## config.mk

```make
export PLATFORM = sky130hd
export DESIGN_NAME = url_percent_decoder_flat
export DESIGN_NICKNAME = d
export VERILOG_FILES = /design/src/design/upd_pkg.sv /design/src/design/upd_in_if.sv /design/src/design/upd_out_if.sv /design/src/design/upd_front.sv /design/src/design/upd_fifo.sv /design/src/design/upd_back.sv /design/src/design/url_percent_decoder.sv /design/src/flat_wrapper.sv
export VERILOG_INCLUDE_DIRS = /design/src /design/src/design
export SDC_FILE = /design/constraint.sdc
export NUM_CORES = 1
export LEC_CHECK = 0
export ABC_AREA = 0
export BUFFER_PORTS_ARGS = -buffer_cell sky130_fd_sc_hd__buf_2
export CAP_MARGIN = 40
export CELL_PAD_IN_SITES_DETAIL_PLACEMENT = 0
export CELL_PAD_IN_SITES_GLOBAL_PLACEMENT = 1
export CORE_MARGIN = 5
export CORE_UTILIZATION = 48
export DETAILED_ROUTE_END_ITERATION = 8
export PLACE_DENSITY = 0.82
export SYNTH_ARGS = -nofsm -noshare
export SYNTH_HDL_FRONTEND = slang
export SYNTH_SLANG_ARGS = --single-unit
```

## constraint.sdc

```tcl
create_clock -name clk_i -period 5.55 [get_ports clk_i]
set_clock_uncertainty 0.2 [all_clocks]
set_input_delay 0.2775 -clock clk_i [delete_from_list [all_inputs] [get_ports clk_i]]
set_output_delay 0.2775 -clock clk_i [all_outputs]
set_load 0.02 [all_outputs]
```

## src/design/url_percent_decoder_assert.svh

```systemverilog
// Assertion macros shared by the URL percent decoder RTL.
// Depends on nothing; included by the top level.
`ifndef URL_PERCENT_DECODER_ASSERT_SVH
`define URL_PERCENT_DECODER_ASSERT_SVH

// Whenever ante holds at a clock edge, cons must hold at the same edge.
`define UPD_ASSERT_IMPL(label, clk, rst_n, ante, cons, msg) \
  label: assert property (@(posedge clk) disable iff (!rst_n) (ante) |-> (cons)) \
    else $error(msg);

// cond must never hold at a clock edge outside reset.
`define UPD_ASSERT_NEVER(label, clk, rst_n, cond, msg) \
  label: assert property (@(posedge clk) disable iff (!rst_n) !(cond)) \
    else $error(msg);

`endif

```

## src/design/upd_pkg.sv

```systemverilog
// Shared types, constants and helper functions of the URL percent decoder.
// Depends on nothing; imported by upd_front, upd_fifo, upd_back and the top level.
package upd_pkg;

  localparam logic [7:0] CHR_PCT   = 8'h25;
  localparam logic [7:0] CHR_PLUS  = 8'h2B;
  localparam logic [7:0] CHR_SPACE = 8'h20;

  localparam int unsigned CAP_W      = 16;
  localparam int unsigned FIFO_DEPTH = 4;
  localparam int unsigned FIFO_AW    = $clog2(FIFO_DEPTH);

  localparam logic [2:0] APB_AW = 3'd3;
  localparam logic REG_PLUS_MODE = 1'b0;
  localparam logic REG_OUT_CAP   = 1'b1;

  typedef enum logic [2:0] {
    ESC_IDLE  = 3'b001,
    ESC_PCT   = 3'b010,
    ESC_DIGIT = 3'b100
  } esc_phase_e;

  // One classified input byte: up to three literal/decoded bytes, in order b0, b1, b2.
  typedef struct packed {
    logic [7:0] b2;
    logic [7:0] b1;
    logic [7:0] b0;
    logic [1:0] cnt;
    logic       last;
  } upd_entry_t;

  function automatic logic is_hex(input logic [7:0] c);
    return ((c >= 8'h30) && (c <= 8'h39)) ||
           ((c >= 8'h61) && (c <= 8'h66)) ||
           ((c >= 8'h41) && (c <= 8'h46));
  endfunction

  // Only meaningful for a valid hex digit; letters have low nibble 1..6.
  function automatic logic [3:0] hex_val(input logic [7:0] c);
    logic [3:0] v;
    if (c >= 8'h41) begin
      v = c[3:0] + 4'd9;
    end else begin
      v = c[3:0];
    end
    return v;
  endfunction

endpackage

```

## src/design/upd_in_if.sv

```systemverilog
// Input channel of the URL percent decoder: one encoded byte per beat.
// Depends on nothing.
interface upd_in_if;
  logic       valid;
  logic       ready;
  logic [7:0] in_byte;
  logic       in_last;

  modport source (output valid, output in_byte, output in_last, input ready);
  modport sink   (input valid, input in_byte, input in_last, output ready);
endinterface

```

## src/design/upd_out_if.sv

```systemverilog
// Output channel of the URL percent decoder: one decoded byte per beat.
// Depends on nothing.
interface upd_out_if;
  logic       valid;
  logic       ready;
  logic [7:0] out_byte;
  logic       out_last;
  logic       overflow;

  modport source (output valid, output out_byte, output out_last, output overflow,
                  input ready);
  modport sink   (input valid, input out_byte, input out_last, input overflow,
                  output ready);
endinterface

```

## src/design/upd_front.sv

```systemverilog
// Front end: accepts encoded bytes, tracks the escape sequence and turns each
// byte into a queue entry of zero to three bytes. Depends on upd_pkg, upd_in_if.
module upd_front import upd_pkg::*; (
  input  logic         clk_i,
  input  logic         rst_ni,
  upd_in_if.sink       in_i,
  input  logic         plus_mode_i,
  input  logic         full_i,
  output logic         push_o,
  output upd_entry_t   entry_o
);

  esc_phase_e phase_q, phase_d;
  logic [7:0] digit_q, digit_d;

  logic [7:0] c;
  logic       last;
  logic       c_hex;
  logic       c_pct;
  logic [7:0] id_byte;
  logic       id_cnt;
  logic       use_idle;
  logic [7:0] pre0, pre1;
  logic [1:0] pre_n;

  assign c     = in_i.in_byte;
  assign last  = in_i.in_last;
  assign c_hex = is_hex(c);
  assign c_pct = (c == CHR_PCT);

  assign in_i.ready = !full_i;
  assign push_o     = in_i.valid && !full_i;

  // Handling of a byte seen with no escape pending.
  always_comb begin
    id_cnt = !c_pct || last;
    if (c_pct) begin
      id_byte = CHR_PCT;
    end else if (plus_mode_i && (c == CHR_PLUS)) begin
      id_byte = CHR_SPACE;
    end else begin
      id_byte = c;
    end
  end

  always_comb begin
    use_idle = 1'b0;
    pre0     = CHR_PCT;
    pre1     = c;
    pre_n    = 2'd0;
    digit_d  = digit_q;
    phase_d  = ESC_IDLE;
    case (phase_q)
      ESC_PCT: begin
        if (c_hex) begin
          if (last) begin
            pre_n = 2'd2;
          end else begin
            digit_d = c;
            phase_d = ESC_DIGIT;
          end
        end else begin
          pre_n    = 2'd1;
          use_idle = 1'b1;
        end
      end
      ESC_DIGIT: begin
        if (c_hex) begin
          pre0  = {hex_val(digit_q), hex_val(c)};
          pre_n = 2'd1;
        end else begin
          pre1     = digit_q;
          pre_n    = 2'd2;
          use_idle = 1'b1;
        end
      end
      default: begin
        use_idle = 1'b1;
      end
    endcase
    if (use_idle && c_pct && !last) begin
      phase_d = ESC_PCT;
    end
    if (last) begin
      phase_d = ESC_IDLE;
      digit_d = 8'h00;
    end
  end

  always_comb begin
    entry_o.b0   = (pre_n == 2'd0) ? id_byte : pre0;
    entry_o.b1   = (pre_n == 2'd1) ? id_byte : pre1;
    entry_o.b2   = id_byte;
    entry_o.cnt  = pre_n + {1'b0, use_idle && id_cnt};
    entry_o.last = last;
  end

  always_ff @(posedge clk_i or negedge rst_ni) begin
    if (!rst_ni) begin
      phase_q <= ESC_IDLE;
      digit_q <= 8'h00;
    end else if (push_o) begin
      phase_q <= phase_d;
      digit_q <= digit_d;
    end
  end

endmodule

```

## src/design/upd_fifo.sv

```systemverilog
// Short entry queue between the front end and the back end.
// Depends on upd_pkg.
module upd_fifo import upd_pkg::*; (
  input  logic       clk_i,
  input  logic       rst_ni,
  input  logic       push_i,
  input  upd_entry_t data_i,
  input  logic       pop_i,
  output logic       full_o,
  output logic       valid_o,
  output upd_entry_t data_o
);

  upd_entry_t             mem_q [FIFO_DEPTH];
  logic [FIFO_AW-1:0]     wr_ptr_q, rd_ptr_q;
  logic [FIFO_AW:0]       cnt_q;
  logic                   do_push, do_pop;

  assign full_o  = (cnt_q == FIFO_AW'(0) + (FIFO_AW+1)'(FIFO_DEPTH));
  assign valid_o = (cnt_q != '0);
  assign data_o  = mem_q[rd_ptr_q];
  assign do_push = push_i && !full_o;
  assign do_pop  = pop_i && valid_o;

  always_ff @(posedge clk_i) begin
    if (do_push) begin
      mem_q[wr_ptr_q] <= data_i;
    end
  end

  always_ff @(posedge clk_i or negedge rst_ni) begin
    if (!rst_ni) begin
      wr_ptr_q <= '0;
      rd_ptr_q <= '0;
      cnt_q    <= '0;
    end else begin
      if (do_push) begin
        wr_ptr_q <= wr_ptr_q + FIFO_AW'(1);
      end
      if (do_pop) begin
        rd_ptr_q <= rd_ptr_q + FIFO_AW'(1);
      end
      if (do_push && !do_pop) begin
        cnt_q <= cnt_q + (FIFO_AW+1)'(1);
      end else if (do_pop && !do_push) begin
        cnt_q <= cnt_q - (FIFO_AW+1)'(1);
      end
    end
  end

endmodule

```

## src/design/upd_back.sv

```systemverilog
// Back end: walks the bytes of each queue entry, applies the capacity check
// and drives the registered output beat. Depends on upd_pkg, upd_out_if.
module upd_back import upd_pkg::*; (
  input  logic             clk_i,
  input  logic             rst_ni,
  input  logic             valid_i,
  input  upd_entry_t       entry_i,
  input  logic [CAP_W-1:0] out_capacity_i,
  output logic             pop_o,
  output logic             failed_o,
  upd_out_if.source        out_o
);

  logic [1:0]       idx_q, idx_d;
  logic [CAP_W-1:0] count_q, count_d;
  logic             failed_q, failed_d;
  logic             ov_q, ov_d;
  logic [7:0]       byte_q, byte_d;
  logic             last_q, last_d;
  logic             ovf_q, ovf_d;

  logic             can_emit;
  logic             emit;
  logic             at_end;
  logic             cap_hit;
  logic [7:0]       sel_byte;

  assign can_emit = !ov_q || out_o.ready;
  assign at_end   = (2'(idx_q + 2'd1) == entry_i.cnt);
  // The next byte must still leave room for the terminator slot.
  assign cap_hit  = ({1'b0, count_q} + (CAP_W+1)'(1)) >= {1'b0, out_capacity_i};

  always_comb begin
    case (idx_q)
      2'd0:    sel_byte = entry_i.b0;
      2'd1:    sel_byte = entry_i.b1;
      default: sel_byte = entry_i.b2;
    endcase
  end

  always_comb begin
    idx_d    = idx_q;
    count_d  = count_q;
    failed_d = failed_q;
    pop_o    = 1'b0;
    emit     = 1'b0;
    byte_d   = byte_q;
    last_d   = last_q;
    ovf_d    = ovf_q;
    if (valid_i && can_emit) begin
      if (failed_q) begin
        pop_o = 1'b1;
        if (entry_i.last) begin
          emit     = 1'b1;
          byte_d   = 8'h00;
          last_d   = 1'b1;
          ovf_d    = 1'b1;
          count_d  = '0;
          failed_d = 1'b0;
        end
      end else if (entry_i.cnt == 2'd0) begin
        pop_o = 1'b1;
      end else if (cap_hit) begin
        emit   = 1'b1;
        pop_o  = 1'b1;
        idx_d  = 2'd0;
        byte_d = 8'h00;
        last_d = entry_i.last;
        ovf_d  = 1'b1;
        if (entry_i.last) begin
          count_d = '0;
        end else begin
          failed_d = 1'b1;
        end
      end else begin
        emit    = 1'b1;
        byte_d  = sel_byte;
        last_d  = entry_i.last && at_end;
        ovf_d   = 1'b0;
        count_d = count_q + CAP_W'(1);
        if (at_end) begin
          pop_o = 1'b1;
          idx_d = 2'd0;
          if (entry_i.last) begin
            count_d = '0;
          end
        end else begin
          idx_d = idx_q + 2'd1;
        end
      end
    end
    if (emit) begin
      ov_d = 1'b1;
    end else if (out_o.ready) begin
      ov_d = 1'b0;
    end else begin
      ov_d = ov_q;
    end
  end

  always_ff @(posedge clk_i or negedge rst_ni) begin
    if (!rst_ni) begin
      idx_q    <= 2'd0;
      count_q  <= '0;
      failed_q <= 1'b0;
      ov_q     <= 1'b0;
    end else begin
      idx_q    <= idx_d;
      count_q  <= count_d;
      failed_q <= failed_d;
      ov_q     <= ov_d;
    end
  end

  always_ff @(posedge clk_i) begin
    byte_q <= byte_d;
    last_q <= last_d;
    ovf_q  <= ovf_d;
  end

  assign failed_o       = failed_q;
  assign out_o.valid    = ov_q;
  assign out_o.out_byte = byte_q;
  assign out_o.out_last = last_q;
  assign out_o.overflow = ovf_q;

endmodule

```

## src/design/url_percent_decoder.sv

```systemverilog
// An accepted byte is written into the queue; the back end registers its first result beat.
// Throughput: one input byte per cycle while the queue has room; the back end gives one result
// beat per cycle while out_o.ready allows, and a broken escape's two or three beats hold the queue head.
// Reset (rst_ni low, asynchronous) empties the queue, clears the escape and message
// state, and sets plus_mode to 0 and out_capacity to 65535.
//
// Top level of the URL percent decoder. Depends on upd_pkg, upd_in_if, upd_out_if,
// upd_front, upd_fifo, upd_back and url_percent_decoder_assert.svh.
`include "url_percent_decoder_assert.svh"

module url_percent_decoder import upd_pkg::*; (
  input  logic                clk_i,
  input  logic                rst_ni,
  upd_in_if.sink              in_i,
  upd_out_if.source           out_o,
  input  logic                psel,
  input  logic                penable,
  input  logic                pwrite,
  input  logic [APB_AW-1:0]   paddr,
  input  logic [31:0]         pwdata,
  output logic [31:0]         prdata,
  output logic                pready
);

  logic             plus_mode_q;
  logic [CAP_W-1:0] cap_q;
  logic             cfg_wr;

  logic       fifo_full;
  logic       fifo_valid;
  logic       push;
  logic       pop;
  logic       back_failed;
  upd_entry_t entry_in;
  upd_entry_t entry_out;

  assign pready = 1'b1;
  assign cfg_wr = psel && penable && pwrite && pready;

  always_ff @(posedge clk_i or negedge rst_ni) begin
    if (!rst_ni) begin
      plus_mode_q <= 1'b0;
      cap_q       <= '1;
    end else if (cfg_wr) begin
      case (paddr[2])
        REG_PLUS_MODE: plus_mode_q <= pwdata[0];
        REG_OUT_CAP:   cap_q       <= pwdata[CAP_W-1:0];
        default:       ;
      endcase
    end
  end

  always_comb begin
    case (paddr[2])
      REG_PLUS_MODE: prdata = {31'd0, plus_mode_q};
      REG_OUT_CAP:   prdata = {(32-CAP_W)'(0), cap_q};
      default:       prdata = '0;
    endcase
  end

  upd_front u_front (
    .clk_i       (clk_i),
    .rst_ni      (rst_ni),
    .in_i        (in_i),
    .plus_mode_i (plus_mode_q),
    .full_i      (fifo_full),
    .push_o      (push),
    .entry_o     (entry_in)
  );

  upd_fifo u_fifo (
    .clk_i   (clk_i),
    .rst_ni  (rst_ni),
    .push_i  (push),
    .data_i  (entry_in),
    .pop_i   (pop),
    .full_o  (fifo_full),
    .valid_o (fifo_valid),
    .data_o  (entry_out)
  );

  upd_back u_back (
    .clk_i          (clk_i),
    .rst_ni         (rst_ni),
    .valid_i        (fifo_valid),
    .entry_i        (entry_out),
    .out_capacity_i (cap_q),
    .pop_o          (pop),
    .failed_o       (back_failed),
    .out_o          (out_o)
  );

  `UPD_ASSERT_NEVER(a_ovf_byte_zero, clk_i, rst_ni, out_o.valid && out_o.overflow && (out_o.out_byte != 8'h00), "overflow beat carries a nonzero byte")
  `UPD_ASSERT_IMPL(a_ovf_marks_failed, clk_i, rst_ni, out_o.valid && out_o.ready && out_o.overflow && !out_o.out_last, back_failed, "mid-message overflow without failed message state")
  `UPD_ASSERT_IMPL(a_beat_from_queue, clk_i, rst_ni, $rose(out_o.valid), $past(fifo_valid), "output beat appeared with an empty queue")

endmodule
```

## src/flat_wrapper.sv

```systemverilog
// flat-port wrapper written by rule: the top's interface ports become plain ports
module url_percent_decoder_flat import upd_pkg::*;
  (clk_i, rst_ni, psel, penable, pwrite, paddr, pwdata, prdata, pready, in_i_valid, in_i_in_byte, in_i_in_last, in_i_ready, out_o_valid, out_o_out_byte, out_o_out_last, out_o_overflow, out_o_ready);
  upd_in_if in_i_i ();
  upd_out_if out_o_i ();
  input  logic clk_i;
  input  logic rst_ni;
  input  logic psel;
  input  logic penable;
  input  logic pwrite;
  input  logic [APB_AW-1:0] paddr;
  input  logic [31:0] pwdata;
  output logic [31:0] prdata;
  output logic pready;
  input wire logic [$bits(in_i_i.valid)-1:0] in_i_valid;
  input wire logic [$bits(in_i_i.in_byte)-1:0] in_i_in_byte;
  input wire logic [$bits(in_i_i.in_last)-1:0] in_i_in_last;
  output wire logic [$bits(in_i_i.ready)-1:0] in_i_ready;
  output wire logic [$bits(out_o_i.valid)-1:0] out_o_valid;
  output wire logic [$bits(out_o_i.out_byte)-1:0] out_o_out_byte;
  output wire logic [$bits(out_o_i.out_last)-1:0] out_o_out_last;
  output wire logic [$bits(out_o_i.overflow)-1:0] out_o_overflow;
  input wire logic [$bits(out_o_i.ready)-1:0] out_o_ready;
  assign in_i_i.valid = in_i_valid;
  assign in_i_i.in_byte = in_i_in_byte;
  assign in_i_i.in_last = in_i_in_last;
  assign in_i_ready = in_i_i.ready;
  assign out_o_valid = out_o_i.valid;
  assign out_o_out_byte = out_o_i.out_byte;
  assign out_o_out_last = out_o_i.out_last;
  assign out_o_overflow = out_o_i.overflow;
  assign out_o_i.ready = out_o_ready;
  url_percent_decoder u_core (.clk_i(clk_i), .rst_ni(rst_ni), .in_i(in_i_i), .out_o(out_o_i), .psel(psel), .penable(penable), .pwrite(pwrite), .paddr(paddr), .pwdata(pwdata), .prdata(prdata), .pready(pready));
endmodule
```

==> summary.txt <==
STA
  – Final Hold Viols: 0
  – Worst slew pin tran: 0.944 ns
  – Maximum clock frequency: 0.211 GHz
  – Crit share post-route: approximately 85%
  – # setup viols final: 0
  – Min Tclk post-route: 4.73 ns
  – Final setup TNS: 0 ns
  – Final max-slew violation count: 0
  – Setup repair after global routing missed its margin: no
  – Headroom to the max-slew limit: 37.0%

Finish
  – Most common cell after layout, fill and taps aside: edfxtp_1
  – N_diodes: 0
  – Final core occ: 55.3%
  – Area growth from synthesis to layout: 14.1%
  – Seq. cell area: 4940 um^2
  – Most frequent cells in the layout: 118 x edfxtp_1, 60 x buf_2, 50 x nand2_1
  – Share of cells above drive strength 1: a little under a quarter
  – Final nets: 826
  – Post-route cell area: 9870 um^2
  – Area of the multi-input gates: 3360 um^2
  – Non-Filler Instances: 984
  – Fill count: 1456

Route
  – Number of vias in the routed layout: 5594
  – Final ANT Viol Nets: 0
  – Starting DRT DRC Count: about 490
  – DR DRC count: 0
  – Via density: 5.68
  – Drt total wl: 18.4 mm
  – Drt pass-1 iters: 5
  – DR WL/cell: about 19 um

Die
  – Die height: ~140 um
  – Initial Util: about half
  – Io pins: 96
  – Area of the die: approximately 21000 um^2
  – Rows: 49
  – Die Width: about 140 um
  – Core box area: ~18000 um^2

Placement
  – Post-Place Cells: 932
  – Input/output buffers: 60
  – DP Area: 9100 um^2
  – GPL Wtd Cong: 0.869
  – Post-DP HPWL: roughly 12 mm

CTS
  – # H-tree levels: 4
  – Clk_lat worst skew: 0.43 ns
  – Clk sink count: around 170
  – CTS resizes: 0
  – Max Root-Sink Buffers: 2
  – Cts bufs inserted: 17
  – Post-CTS setup buffers: 0
  – Root Buffer: clkbuf_16
  – CTS tree: built
  – Worst-path clk slew: 0.06 ns
  – Post-CTS Hold Buffers: 20

Yosys
  – Syn Std Cell Area: 8660 um^2
  – Count of cell types in the netlist: 66
  – Async S/R FF share, synth: 31.8%
  – Synth area leaders: edfxtp_1 41%, dfrtp_1 11%, mux4_2 6.8%
  – Number of synthesized flops with an enable pin: 118
  – Synthesis Warnings: 0
  – Mean Syn Cell Area: between 10 and 15 um^2
  – Yosys top cell area share: between 40% and 50%
  – Yosys reg bits: 173
  – Sequential element share of the synthesized area: 57.1%
  – Top_reg_cell synth: edfxtp_1
  – Area leader, netlist: edfxtp_1
  – Cells after Synth: 668

Critical path
  – Reg-to-reg slack, setup: 0.82 ns
  – Worst-path fanout max: 5
  – FF-to-FF End: u_core.u_fifo.cnt_q[2]
  – Setup crit end kind: flop
  – Required @ worst endpoint: 5.70 ns
  – Crit path launch: u_core.u_back.count_q[0]
  – Reg-to-reg startpoint: u_core.u_back.count_q[0]
  – Crit start category: flop
  – R2R depth: 18
  – Worst Path Arrival: around 5 ns
  – CP Class: reg -> reg

Power and ir drop
  – Peak VDD IR: 251 uV
  – Power Dens Cells: 458 nW/um^2
  – LEAKAGE: ~3.9 nW

Min path
  – Hold Path End: u_core.u_fifo.mem_q[2][24]
  – Hold wc startpoint: in_i_in_byte[5]
  – WHS Path Cells: 1
  – Hold Path Class: in -> reg

GRT
  – Largest net degree at the start of global routing: 56
  – Total congestion overflow: 0
  – Initial antenna violation count: 0
  – First-pass GRT wire length: 29.3 mm
  – Vias in the first global route: 5623
  – Total Routing Usage GR: a little under a fifth

Outcome
  – Run status: finished, final reports clean

Flow run
  – MaxCap Viol Count: 0
==> logic make-up after synthesis <==
logic type                 share of synthesized area (%)
AOI/OAI and AO/OA                                   8.80
xor gates and xnor gates                            2.33
adders and majority gates                           4.86
buffers and inverters                               4.80
DFF                                                 57.1
muxes                                               10.4
other                                             0.0868
and+or+nand+nor                                     11.6
==> power by group <==
group	switching (W)	internal, W	leakage, nW
clock network	0.000491	0.000668	0.277
logic	0.000876	0.000608	1.87
registers	0.000145	0.00173	1.76
total	0.00151	0.00301	3.91
==> Yosys cell counts (6+ instances only) <==
cell type	instances
dfrtp_1	38
mux2i_1	6
nor3_1	6
nand3_1	15
inv_1	38
a32o_1	6
buf_2	8
nor2_1	28
ha_1	32
a21oi_1	19
buf_4	20
mux2_2	23
a21o_1	6
edfxtp_1	118
nand2_1	50
o21ai_0	22
and3_1	7
nand4_1	20
a22oi_1	14
o211ai_1	8
and2_1	19
clkbuf_1	15
xnor2_1	16
mux4_2	26
xor2_1	7
dfstp_2	17
==> sequential cells by signal, summed over array words and instances (netlist names) <==
name	cells
u_core.u_back.failed_o	1
u_core.u_front.digit_q	8
u_core.u_back.idx_q	2
u_core.u_back.out_o.out_last	1
u_core.u_back.out_o.out_byte	8
u_core.u_back.out_o.overflow	1
u_core.u_front.phase_q	3
u_core.u_back.count_q	16
u_core.u_back.out_o.valid	1
u_core.plus_mode_q	1
u_core.u_fifo.mem_q	108
u_core.u_fifo.cnt_q	3
u_core.u_fifo.rd_ptr_q	2
u_core.u_fifo.wr_ptr_q	2
u_core.cap_q	16
==> worst max-delay path: stages (launching register included) <==
cell     delay, ns
dfrtp_1       0.42
ha_1          0.25
and4_1        0.34
nand4_1       0.23
nor2_1        0.18
xor2_1        0.27
ha_1          0.30
a21oi_1       0.15
o21a_1        0.12
o21a_1        0.23
nor3b_1       0.49
a31oi_1       0.23
inv_1         0.10
ha_1          0.19
inv_1         0.08
fa_1          0.43
xor2_1        0.17
nor2_1        0.12
xor2_1        0.16
==> cell type report <==
class / count / share of cell area [%]
multi-input cells: 424 / 34.0
inverters: 38 / 1.44
clock inverters: 12 / 1.38
flip-flops and latches: 173 / 50.1
repair buffers: 88 / 5.80
well taps: 229 / 2.90
clock buffers: 20 / 4.42
==> per-layer routing <==
| layer | part of all wire (%) | wire [um] | track usage (%) |
|---|---|---|---|
| met5 | 0 | 0 | 0 |
| met2 | 47 | 8720 | 28.7 |
| met4 | 1.6 | 296 | 5.89 |
| met1 | 45 | 8190 | 25.5 |
| met3 | 6.3 | 1160 | 3.77 |
==> how the worst max path moves through the flow <==
stage / endpoint
finish: u_core.u_fifo.cnt_q[2]
global route: u_core.u_fifo.cnt_q[2]
CTS: u_core.u_fifo.cnt_q[2]
detailed placement: u_core.u_fifo.cnt_q[2]
global placement: u_core.u_fifo.cnt_q[2]
floorplan: u_core.u_fifo.cnt_q[2]
==> stage by stage <==
step,total power [W],hold WS [ns],setup WS [ns]
2_1_floorplan,0.00298,-0.218,1.46
3_3_place_gp,0.00330,0.265,1.01
3_5_place_dp,0.00339,0.278,0.893
4_1_cts,0.00455,0.0120,0.846
5_1_grt,0.00478,0.0111,0.500
6_report,0.00452,0.0253,0.820
Note: power is estimated with default switching activity, not from simulation.
